## config.mk

```make
export PLATFORM = sky130hd
export DESIGN_NAME = spi_div_step
export DESIGN_NICKNAME = d
export VERILOG_FILES = /design/src/hw/rtl/spi_pkg.sv /design/src/hw/rtl/spi_div_step.sv
export SDC_FILE = /design/constraint.sdc
export NUM_CORES = 1
export LEC_CHECK = 0
export BUFFER_PORTS_ARGS = -buffer_cell sky130_fd_sc_hd__buf_4
export CAP_MARGIN = 20
export CELL_PAD_IN_SITES_DETAIL_PLACEMENT = 0
export CELL_PAD_IN_SITES_GLOBAL_PLACEMENT = 1
export CORE_AREA = 2 2 310 312
export CTS_CLUSTER_DIAMETER = 50
export DETAILED_ROUTE_END_ITERATION = 7
export DIE_AREA = 0 0 312 314
export GPL_ROUTABILITY_DRIVEN = 1
export PLACE_DENSITY_LB_ADDON = 0.12
export REMOVE_ABC_BUFFERS = 1
export SETUP_SLACK_MARGIN = 0.05
export SYNTH_ARGS = -nofsm -noshare
export SYNTH_HDL_FRONTEND = slang
export SYNTH_SLANG_ARGS = --single-unit
```

## constraint.sdc

```tcl
create_clock -name i_clk -period 4.7 [get_ports i_clk]
set_input_delay 0.705 -clock i_clk [delete_from_list [all_inputs] [get_ports i_clk]]
set_output_delay 0.705 -clock i_clk [all_outputs]
set_load 0.01 [all_outputs]
```

## src/hw/rtl/spi_pkg.sv

```systemverilog
// ----------------------------------------------------------------------------
// spi_pkg
// Types, widths and constants shared by the segment/plane intersection block.
// ----------------------------------------------------------------------------
package spi_pkg;

    localparam int FRAC_BITS_DEF = 16;   // valid range 8 to 24
    localparam int WORD_W        = 32;
    localparam int QUO_W         = 32;   // quotient bits produced by the divider
    localparam int WIDE_W        = 66;   // n.p1 + d and n.(p2 - p1), signed
    localparam int MAG_W         = 65;   // magnitude of a WIDE_W value
    localparam int PROD_W        = 65;   // (p2 - p1) * s, signed

    typedef logic signed [WORD_W-1:0] t_s32;
    typedef logic signed [WORD_W:0]   t_s33;
    typedef logic signed [63:0]       t_s64;
    typedef logic signed [PROD_W-1:0] t_s65;
    typedef logic signed [WIDE_W-1:0] t_wide;

    localparam t_s32 S32_MAX = 32'sh7FFF_FFFF;
    localparam t_s32 S32_MIN = 32'sh8000_0000;

    typedef struct packed {
        t_s32 normal_x;
        t_s32 normal_y;
        t_s32 normal_z;
        t_s32 plane_offset;
        t_s32 start_x;
        t_s32 start_y;
        t_s32 start_z;
        t_s32 end_x;
        t_s32 end_y;
        t_s32 end_z;
    } t_query;

    typedef struct packed {
        t_s32 p1_x;
        t_s32 p1_y;
        t_s32 p1_z;
        t_s33 dv_x;
        t_s33 dv_y;
        t_s33 dv_z;
    } t_geom;

    typedef struct packed {
        t_geom             geom;
        logic              neg;
        logic              par;
        logic              ovf;
        logic [MAG_W-1:0]  rem;
        logic [MAG_W-1:0]  dvs;
        logic [QUO_W-1:0]  lo;
        logic [QUO_W-1:0]  quo;
    } t_div;

    typedef struct packed {
        t_s32 hit_x;
        t_s32 hit_y;
        t_s32 hit_z;
        logic parallel;
        logic within_segment;
        logic saturated;
    } t_result;

endpackage

```

## src/hw/rtl/spi_div_step.sv

```systemverilog
// ----------------------------------------------------------------------------
// spi_div_step
// One registered step of the restoring divider: bring down a dividend bit,
// compare against the divisor, subtract and shift in one quotient bit.
// ----------------------------------------------------------------------------
module spi_div_step
    import spi_pkg::*;
(
    input  logic i_clk,
    input  logic i_rst_n,
    input  logic i_en,
    input  logic i_vld,
    input  t_div i_div,
    output logic o_vld,
    output t_div o_div
);

    logic             r_vld;
    t_div             r_div;
    t_div             n_div;
    logic [MAG_W:0]   n_part;
    logic [MAG_W:0]   n_dvs;
    logic             n_ge;

    always_comb begin
        n_part = {i_div.rem, i_div.lo[QUO_W-1]};
        n_dvs  = {1'b0, i_div.dvs};
        n_ge   = (n_part >= n_dvs);

        n_div     = i_div;
        n_div.rem = n_ge ? MAG_W'(n_part - n_dvs) : MAG_W'(n_part);
        n_div.lo  = {i_div.lo[QUO_W-2:0], 1'b0};
        n_div.quo = {i_div.quo[QUO_W-2:0], n_ge};
    end

    always_ff @(posedge i_clk) begin
        if (!i_rst_n) begin
            r_vld <= 1'b0;
        end else if (i_en) begin
            r_vld <= i_vld;
        end
    end

    always_ff @(posedge i_clk) begin
        if (i_en) begin
            r_div <= n_div;
        end
    end

    assign o_vld = r_vld;
    assign o_div = r_div;

endmodule

```

# Yosys cells after proc, flatten, opt, wreduce, memory -nomap -nowiden
# Index checks and enable logic that the tools add are counted.
dict set report word_totals {
  out_inout_bits 393
  wordCells 17
  reg_bits 392
  in_bits 396
}
dict set report op_classes {
  magnitude_cmp 1
  n_mux 1
  add_sub_neg 1
}
# operator n
set ops {}
lappend ops {{66-bit by 65-bit >= comparator with 1-bit output} 1}
lappend ops {{65-bit two-way mux} 1}
lappend ops {{65-bit subtractor} 1}

# Depth between registers and ports, before layout
# Gate-level depths: netlist of the first run.
dict set report logic_depth {
  ltp_word 2
  depth_mapped 16
}

# Least setup slack after synthesis of the first run
# No wires, ideal clock.
dict set report synth_timing {
  kind {in2reg}
  from {in i_div[111] (netlist bit)}
  to {reg r_div, in the netlist o_div[130], data pin}
  t_arrival_ps 3244
  setup_slack_ps 1196
  t_required_ps 4440
  stages 12
  path_cell_list {inv_1 ha_1 a21o_1 a21o_1 a21o_1 a221o_1 a211o_1 a211o_4 nor2_4 buf_6 buf_6 mux2_2}
}
# element line
set synth_rtl {}
lappend synth_rtl {{start, declared} spi_div_step.sv:13} ;# input t_div i_div,
lappend synth_rtl {{end signal, assigned} spi_div_step.sv:46} ;# r_div <= n_div;
lappend synth_rtl {{end, declared} spi_div_step.sv:19} ;# t_div r_div;

==> impl_metrics.json, run 1 <==
{
  "setup_violations": 0,
  "ant_nets": 0,
  "htree_levels": 3,
  "p_leak_nw": 11.31,
  "hold_viol": 0,
  "synthTopCellsByArea": "edfxtp_1 71%, ha_1 4.9%, o21ai_0 3.1%, nand2_1 2.7%, a21oi_1 2.6%",
  "synthCells": 1190,
  "ff_latch_area_um2": 11760,
  "hold_class": "in2reg",
  "vias": 13420,
  "min_period_ns": 3.848,
  "synth-seq-area-share_pct": 70.75,
  "yosys_warnings": 0,
  "grt_pass1_vias": 13780,
  "internal_power_mw": 8.512,
  "dp_slack_ns": 0.1433,
  "timing.rr.end": "o_vld",
  "postCtsSetupRepairBufs": 0,
  "insertion_delay_ns": 0.61,
  "switching_power_mw": 3.173,
  "rr_worst_depth": 2,
  "required_ns": 5.06,
  "drive_gt1_share_pct": 45.38,
  "gr-total-overflow": 0,
  "pin_count": 789,
  "rsz0062_at_grt": "false",
  "yosysTopAreaCell": "edfxtp_1",
  "firstDrtPassIters": 5,
  "core_area_um2": 94450,
  "pwr-share-seq_pct": 37.1,
  "ys_ff_latch": 392,
  "maxCapViolCount": 0,
  "fin_crit_sh_pct": 81.86,
  "outcome": "complete, no violations",
  "tns_ns": 0,
  "synth.top_cell.area_share_pct": 70.63,
  "fill_cells": 9907,
  "maxSlewViolCount": 0,
  "rrSetupSlack_ns": 4.10,
  "multi_input_area_um2": 4397,
  "hold-path-endpoint": "o_div[226]",
  "p_clk_share_pct": 46.7,
  "ir_drop_mv": 0.3113,
  "grt_pass1_wl_um": 109800,
  "fmax_mhz": 259.9,
  "tightest_slew_ns": 0.9667,
  "synth_edf_count": 391,
  "holdWs_ns": 0.2421,
  "grtUsageTotal_pct": 16.00,
  "root_buffer": "clkbuf_16",
  "ys_types": 62,
  "avgSynthCellArea_um2": 13.97,
  "synth_area_um2": 16620,
  "min_path_cells": 1,
  "fin_util_pct": 28.48,
  "fp.dieW_um": 312,
  "cts_hold_buf": 0,
  "p_comb_share_pct": 16.2,
  "min_from": "i_div[226]",
  "final.setup_skew_ns": 0,
  "postLayoutSetupSlackWorst_ns": 0.8525,
  "wl_um": 81320,
  "wl_per_cell_um": 23.96,
  "end_kind": "flop",
  "cts_made_buffers": 74,
  "die_h_um": 314,
  "cts.path.max_buffers": 3,
  "cts_resized": 0,
  "drt_iter0_markers": 669,
  "slew_headroom_pct": 35.40,
  "syn2layout_area_growth_pct": 61.78,
  "start_util_pct": 17.60,
  "p_sw_share_pct": 27.16,
  "drc_errors": 0,
  "path_clk_slew_ns": 0.06,
  "vias_per_cell": 3.953,
  "cts_sinks": 392,
  "powerDensity_nw_per_um2": 434.5,
  "r2r_start": "o_vld",
  "synth_ff_type": "edfxtp_1",
  "core.rowCount": 113,
  "nets": 2522,
  "async_flop_share_pct": 0,
  "cts_tree": "built",
  "dp_hpwl_um": 66840,
  "critPathMaxFanout": 37,
  "cp-start-kind": "primary input",
  "dieArea_um2": 97970,
  "timing_worst_setup_path_type": "in2reg",
  "worstPathArrival_ns": 4.21,
  "gp_congestion": 0.8393,
  "antenna_found_initial": 31,
  "io_buffers": 786,
  "grt_max_degree": 86
}
-- flip-flops by register name (all words and copies together) (netlist names) --
name / cells
o_div: 391
o_vld: 1
-- cell families after synthesis --
family	after synthesis	synth area share (%)
xor gates and xnor gates	58	3.056
other	1	0.02256
muxes	5	0.3236
buffers and inverters	116	2.807
DFF	392	70.75
AOI/OAI and AO/OA	308	11.28
and+or+nand+nor	244	6.751
adders and majority gates	66	5.012
-- worst max-delay path, cell delays in order --
cell and delay, ns:
buf_4 0.12, inv_1 0.05, ha_1 0.20, inv_1 0.07, fa_1 0.39, a21oi_1 0.22
nor3_1 0.11, o211ai_1 0.22, buf_4 0.16, a21oi_1 0.12, o21ai_1 0.19, buf_4 0.16
a21oi_2 0.08, nor2_4 0.73, buf_12 0.28, mux2_2 0.36
-- per-layer routing --
layer / track usage, % / vias to the layer above / wire [um]
met2: 27.33 / 528 / 40090
li1: - / 6269 / -
met5: 0 / - / 262
met4: 4.906 / 42 / 2262
met3: 8.656 / 141 / 9072
met1: 16.91 / 6435 / 29630
-- layout by cell type (no fill, tap or decap), types with 8 or more instances in the layout --
cell type	instances
xnor2_1	28
xor2_1	30
nor2_1	35
inv_6	8
a21oi_1	87
a21o_1	30
nand2_1	121
clkbuf_16	76
o21ai_0	103
a31oi_1	11
clkinv_4	12
o211ai_1	10
a211oi_1	9
and2_1	8
buf_4	818
nor3_1	17
nand3_1	16
ha_1	65
clkinv_2	9
clkinvlp_4	11
inv_1	85
edfxtp_1	391
o21bai_1	14
clkinv_1	8
nand4_1	15
nand2b_1	8
-- worst max path at each step --
stage                           from          to  slack (ns)
after floorplan           i_div[111]  o_div[162]        0.26
after global placement     i_div[63]  o_div[130]        0.17
after detailed placement   i_div[63]  o_div[130]        0.14
after CTS                  i_div[63]  o_div[130]        0.81
after global routing       i_div[63]  o_div[130]        0.57
final                      i_div[63]  o_div[130]        0.85
-- per-stage QoR --
step           std cells  area (um^2)  power [mW]
2_1_floorplan       1160        16480       5.093
3_3_place_gp        3249        24320       6.347
3_5_place_dp        3249        24320       6.341
4_1_cts             3387        26880       11.94
5_1_grt             3389        26880       12.22
6_report            3394        26900       11.69
-- cell usage after synthesis (all sizes together), types with 2 or more instances --
library cell / number
xor2: 30
a211o: 5
a221oi: 2
nand4: 15
nor2b: 4
nor3b: 2
mux2: 3
nand2b: 8
a21o: 30
o31ai: 5
a311oi: 2
a21boi: 5
a221o: 3
nor3: 17
nand2: 121
o21bai: 14
clkbuf: 21
o21ai: 104
and3: 6
inv: 86
xnor2: 28
nor4b: 3
or4: 2
and2: 8
a21oi: 88
nor2: 36
a211oi: 9
o211ai: 10
nand3: 16
mux2i: 2
o221a: 2
and4: 2
edfxtp: 391
ha: 65
buf: 9
o22ai: 2
a41oi: 3
a31oi: 11
o21a: 4
-- layout make-up --
type	instances	share of cell area [%]
clock inverter	60	2.414
inverter	86	1.200
sequential	392	43.73
timing repair buffer	824	23.26
clock buffer	78	7.099
tap	1265	5.885
multi-input combinational	682	16.35
antenna	7	0.06513
-- power groups by stage --
| stage | Combinational (mW) | Sequential, mW | Clock, mW |
|---|---|---|---|
| after floorplan | 0.527 | 4.57 | 0 |
| after global placement | 1.95 | 4.40 | 0 |
| after global routing | 2.07 | 4.36 | 5.80 |
| after CTS | 1.95 | 4.34 | 5.65 |
| after detailed placement | 1.94 | 4.40 | 0 |
| final | 1.89 | 4.33 | 5.46 |
(Power assumes the default switching activity.)
==> run 2: changes to the inputs <==
- ABC_AREA: default -> 1
- CORE_AREA: 2 2 310 312 -> 2 2 304 306
- DIE_AREA: 0 0 312 314 -> 0 0 306 308
- clock period: 4.7 -> 3.5 ns (I/O delays scaled with it)
==> impl_metrics.json, run 2 <==
{
  "outcome": "complete, no violations",
  "synth_ff_type": "edfxtp_1",
  "start_util_pct": 21.03,
  "async_flop_share_pct": 0,
  "drt_iter0_markers": 1058,
  "met1_usage_pct": 23.68,
  "gp_congestion": 0.8761,
  "pin_count": 789,
  "internal_power_mw": 10.88,
  "critPathBufInv": 3,
  "end_kind": "flop",
  "vias_per_cell": 4.095,
  "grt_pass1_vias": 17240,
  "critPathTopFamily": "simple AND/OR/NAND/NOR gates",
  "cts_made_buffers": 67,
  "htree_levels": 3,
  "antenna_found_initial": 19,
  "synth.top_cell.area_share_pct": 61.37,
  "final.setup_skew_ns": 0,
  "tns_ns": 0,
  "dp_hpwl_um": 80760,
  "yosysTopAreaCell": "edfxtp_1",
  "min_path_cells": 1,
  "r2r_start": "o_vld",
  "cts_resized": 0,
  "cp_cell_sequence": "buf_4 -> inv_1 -> ha_1 -> inv_1 -> fa_1 -> nand2_1 -> a21oi_1 -> nand3_1 -> nand3_1 -> nand2_1 -> nand2_1 -> nand2_1 -> nand2_1 -> nand2_1 -> nand3_1 -> nand2_1",
  "grt_max_degree": 107,
  "critPathMaxFanout": 4,
  "instances_no_fill": 4092,
  "hold_viol": 0,
  "ys_types": 35,
  "setup_violations": 0,
  "critPathSlowestCell": "a21oi_1",
  "core_area_um2": 90970,
  "avgSynthCellArea_um2": 9.618,
  "rr_worst_depth": 2,
  "path_clk_slew_ns": 0.06,
  "cts_sinks": 392,
  "critical-path-max-stage-delay_ns": 0.44,
  "wl_um": 96240,
  "largest_register_ffs": 391,
  "drc_errors": 0,
  "fmax_mhz": 389.4,
  "most-common-layout-cells": "804 x buf_4, 702 x nand2_1, 391 x edfxtp_1, 378 x inv_1, 147 x nand3_1",
  "min_from": "i_div[241]",
  "die_h_um": 308,
  "place_inst": 3966,
  "cts_hold_buf": 0,
  "worstPathArrival_ns": 2.94,
  "p_clk_share_pct": 43.1,
  "synth_common_cells": "702 x nand2_1, 391 x edfxtp_1, 378 x inv_1",
  "cp-start-kind": "primary input",
  "nets": 3311,
  "synth_xor_area_share_pct": 1.373,
  "wl_per_cell_um": 23.52,
  "insertion_delay_ns": 0.63,
  "core.rowCount": 111,
  "synth-simple-area-share_pct": 22.49,
  "cts.path.max_buffers": 3,
  "p_comb_share_pct": 18.8,
  "yosys_warnings": 0,
  "grt_pass1_wl_um": 131100,
  "switching_power_mw": 4.443,
  "fin_crit_sh_pct": 73.37,
  "ys_ff_latch": 392,
  "synth-seq-area-share_pct": 61.48,
  "gr-total-overflow": 0,
  "ant_nets": 0,
  "dp_slack_ns": 0.3092,
  "timing_worst_setup_path_type": "in2reg",
  "postCtsSetupRepairBufs": 0,
  "rrSetupSlack_ns": 2.76,
  "p_leak_nw": 14.05,
  "synth_edf_count": 391,
  "hold-path-endpoint": "o_div[241]",
  "powerDensity_nw_per_um2": 530.5,
  "grtUsageTotal_pct": 19.88,
  "synth_top_family_by_area": "simple AND/OR/NAND/NOR gates",
  "dieArea_um2": 94250,
  "cts_tree": "built",
  "firstDrtPassIters": 6,
  "slew_headroom_pct": 57.11,
  "synth_most_common_cell": "nand2_1",
  "pwr-share-seq_pct": 38.1,
  "required_ns": 3.87,
  "synthCells": 1989,
  "final_common_cell": "buf_4",
  "synthMuxAreaShare_pct": 0,
  "grtUsageMet3_pct": 6.191,
  "top_usage_layer": "met2",
  "synthAdderAreaFrac_pct": 4.356,
  "postLayoutSetupSlackWorst_ns": 0.9319,
  "root_buffer": "clkbuf_16",
  "fp.dieW_um": 306,
  "rsz0062_at_grt": "false",
  "crit_top_cell": "nand2_1",
  "ir_drop_mv": 0.3638,
  "timing.rr.end": "o_vld",
  "vias": 16760,
  "tightest_slew_ns": 0.6434,
  "holdWs_ns": 0.06216,
  "min_period_ns": 2.568,
  "synth_compound_area_share_pct": 1.511,
  "synth_area_um2": 19130,
  "hold_class": "in2reg",
  "drive_gt1_share_pct": 33.93,
  "syn2layout_area_growth_pct": 51.00,
  "io_buffers": 786,
  "maxSlewViolCount": 0,
  "p_total_mw": 15.32,
  "p_sw_share_pct": 28.99,
  "use_met2_pct": 34.66,
  "synthTopCellsByArea": "edfxtp_1 61%, nand2_1 14%, inv_1 7.4%, ha_1 4.3%, nand3_1 3.8%",
  "maxCapViolCount": 0
}
==> run 2: cell type report <==
class / count / area (um^2)
Timing Repair Buffer: 813 / 6211
Tap cell: 1186 / 1484
Sequential cell: 392 / 11760
Inverter: 398 / 1494
Fill cell: 9590 / 62080
Clock inverter: 51 / 523.0
Multi-Input combinational cell: 1177 / 5690
Antenna cell: 3 / 7.507
Clock buffer: 72 / 1717
==> run 2: power by group through the flow <==
stage	combinational, mW	clock [mW]	sequential [mW]
after floorplan	0.908	0	6.12
after global placement	2.95	0	5.92
after detailed placement	2.94	0	5.92
after CTS	2.95	6.82	5.84
after global routing	3.15	7.00	5.87
final	2.88	6.61	5.84
==> run 2: routing by layer <==
| metal | vias to the layer above | part of all wire (%) |
|---|---|---|
| met3 | 114 | 7.5 |
| met1 | 7962 | 41 |
| met5 | - | 0.15 |
| li1 | 8088 | - |
| met2 | 569 | 50 |
| met4 | 22 | 2.2 |
==> run 2: kinds of logic after synthesis <==
logic type / Yosys count
AOI/OAI and AO/OA: 56
xor gates and xnor gates: 30
adders and majority gates: 66
buffers and inverters: 420
DFF: 392
other: 1
and+or+nand+nor: 1024
==> run 2: metrics by stage <==
| step | utilization, % | area (um^2) |
|---|---|---|
| after floorplan | - | 18950 |
| after global placement | 29.29 | 26640 |
| after detailed placement | 29.29 | 26640 |
| after CTS | 31.75 | 28880 |
| after global routing | 31.75 | 28890 |
| final | 31.76 | 28890 |
==> run 2: worst max path at each step <==
stage                       endpoint  cells past startpoint        from
after detailed placement  o_div[173]                     16   i_div[63]
after global routing      o_div[173]                     16   i_div[63]
after global placement    o_div[173]                     16   i_div[63]
after floorplan           o_div[129]                     12  i_div[116]
final                     o_div[173]                     16   i_div[63]
after CTS                 o_div[173]                     16   i_div[63]
==> run 3: changes to the inputs <==
- clock period: 3.5 -> 2.6 ns (I/O delays scaled with it)
==> impl_metrics.json, run 3 (same netlist as run 2, synthesis figures left out) <==
{
  "outcome": "complete, no violations",
  "min_path_cells": 3,
  "cts_sinks": 392,
  "path_clk_slew_ns": 0.06,
  "rsz0062_at_grt": "true",
  "fin_crit_sh_pct": 96.23,
  "p_comb_share_pct": 23.5,
  "pwr-share-seq_pct": 37.4,
  "drt_iter0_markers": 1086,
  "root_buffer": "clkbuf_16",
  "cp_cell_sequence": "dlygate4sd3_1 -> buf_4 -> inv_1 -> ha_4 -> buf_4 -> nand2_1 -> nor2_1 -> buf_4 -> nand2_1 -> nor2_1 -> and3_1 -> nand2_1 -> nand2_1 -> nand2_1 -> nand3_1 -> nand2_1",
  "hold_viol": 0,
  "io_buffers": 786,
  "dieArea_um2": 94250,
  "drc_errors": 0,
  "cts.path.max_buffers": 3,
  "dp_hpwl_um": 83350,
  "antenna_found_initial": 18,
  "place_inst": 4226,
  "switching_power_mw": 6.063,
  "critical-path-max-stage-delay_ns": 0.54,
  "final.setup_skew_ns": 0,
  "p_total_mw": 21.03,
  "dp_slack_ns": -0.3139,
  "most-common-layout-cells": "1062 x buf_4, 677 x nand2_1, 391 x edfxtp_1, 377 x inv_1, 337 x dlygate4sd3_1",
  "p_clk_share_pct": 39.2,
  "wl_met3_um": 5717,
  "final_common_cell": "buf_4",
  "vias": 18990,
  "powerDensity_nw_per_um2": 609.8,
  "fp.dieW_um": 306,
  "wl_per_cell_um": 21.70,
  "wl_met1_um": 43390,
  "internal_power_mw": 14.97,
  "firstDrtPassIters": 5,
  "p_leak_nw": 16.78,
  "ant_nets": 0,
  "insertion_delay_ns": 0.66,
  "drive_gt1_share_pct": 37.08,
  "rr_worst_depth": 3,
  "core.rowCount": 111,
  "grtUsageTotal_pct": 20.88,
  "gp_congestion": 0.8686,
  "grt_pass1_vias": 19870,
  "crit_top_cell": "nand2_1",
  "maxCapViolCount": 0,
  "timing_worst_setup_path_type": "in2reg",
  "gr-total-overflow": 0,
  "start_util_pct": 21.03,
  "maxSlewViolCount": 0,
  "htree_levels": 2,
  "vias_per_cell": 4.048,
  "hold_class": "in2reg",
  "core_area_um2": 90970,
  "end_kind": "flop",
  "critPathTopFamily": "simple AND/OR/NAND/NOR gates",
  "grt_max_degree": 63,
  "die_h_um": 308,
  "nets": 3909,
  "instances_no_fill": 4690,
  "tns_ns": 0,
  "syn2layout_area_growth_pct": 80.25,
  "largest_register_ffs": 391,
  "critPathBufInv": 5,
  "wl_um": 101800,
  "p_sw_share_pct": 28.83,
  "postLayoutSetupSlackWorst_ns": 0.09791,
  "min_period_ns": 2.502,
  "grt_pass1_wl_um": 140800,
  "setup_violations": 0,
  "cts_tree": "built",
  "cp-start-kind": "primary input",
  "crit_cells": 16,
  "worstPathArrival_ns": 2.91,
  "fmax_mhz": 399.7,
  "critPathMaxFanout": 3,
  "top_layer": "met5",
  "cts_made_buffers": 60,
  "wl_met2_um": 50100,
  "ir_drop_mv": 0.5356,
  "pin_count": 789,
  "critPathSlowestCell": "dlygate4sd3_1",
  "required_ns": 3.01
}
==> run 3: changes by cell type in the layout (fill, tap and decap cells not counted), sizes merged <==
cell         before   now
buf             813  1078
bufinv            5     6
clkinv           29    21
clkinvlp          9     6
diode             3     9
dlygate4sd3       0   337
==> run 3: area by class of cell <==
| type | instances | area (um^2) |
|---|---|---|
| Antenna cell | 9 | 22.52 |
| Clock buffer | 69 | 1556 |
| Clock inverter | 41 | 470.5 |
| Fill cell | 9239 | 56480 |
| Inverter | 398 | 1494 |
| Multi-Input combinational cell | 1177 | 5991 |
| Sequential cell | 392 | 11760 |
| Tap cell | 1186 | 1484 |
| Timing Repair Buffer | 1418 | 11710 |
==> run 3: path summary, 6_finish.rpt <==
| kind | from | endpoint | slack [ns] |
|---|---|---|---|
| max reg2reg | o_vld | o_vld | 1.31 |
| min reg2reg | o_vld | o_vld | 1.20 |
| max | i_div[110] | o_div[192] | 0.1 |
| min | i_div[185] | o_div[186] | 0.05 |
==> run 3: power groups by stage <==
stage | sequential (mW) | combinational, mW | clock, mW
2_1_floorplan | 8.24 | 1.22 | 0
3_3_place_gp | 7.98 | 4.43 | 0
3_5_place_dp | 7.97 | 4.43 | 0
4_1_cts | 7.86 | 4.90 | 8.47
5_1_grt | 7.91 | 5.35 | 8.72
6_report | 7.86 | 4.94 | 8.23
==> run 3: through the flow <==
step	hold slack [ns]	util [%]	cell area (um^2)
detailed placement	0.5693	31.47	28630
global placement	0.5688	31.47	28630
finish	0.04965	37.91	34480
CTS	0.00003242	37.41	34030
floorplan	0.4835	-	18950
global route	0.02122	37.90	34470
==> run 3: layer usage <==
layer | vias to the layer above | global-route usage (%)
li1 | 9302 | -
met1 | 9018 | 25.86
met2 | 539 | 36.44
met3 | 113 | 4.673
met4 | 14 | 5.636
met5 | - | 0
==> run 3: repair_timing <==
action                     in CTS  in global routing
setup endpoints to repair       0                 65
hold buffers                  337                  0
resized for setup               0                 74
buffers inserted                0                  5
hold endpoints to repair      336                  0
==> run 3: worst min-delay path, stage by stage <==
cell	delay (ns)
buf_4	0.09
nand3_1	0.07
nand2_1	0.06
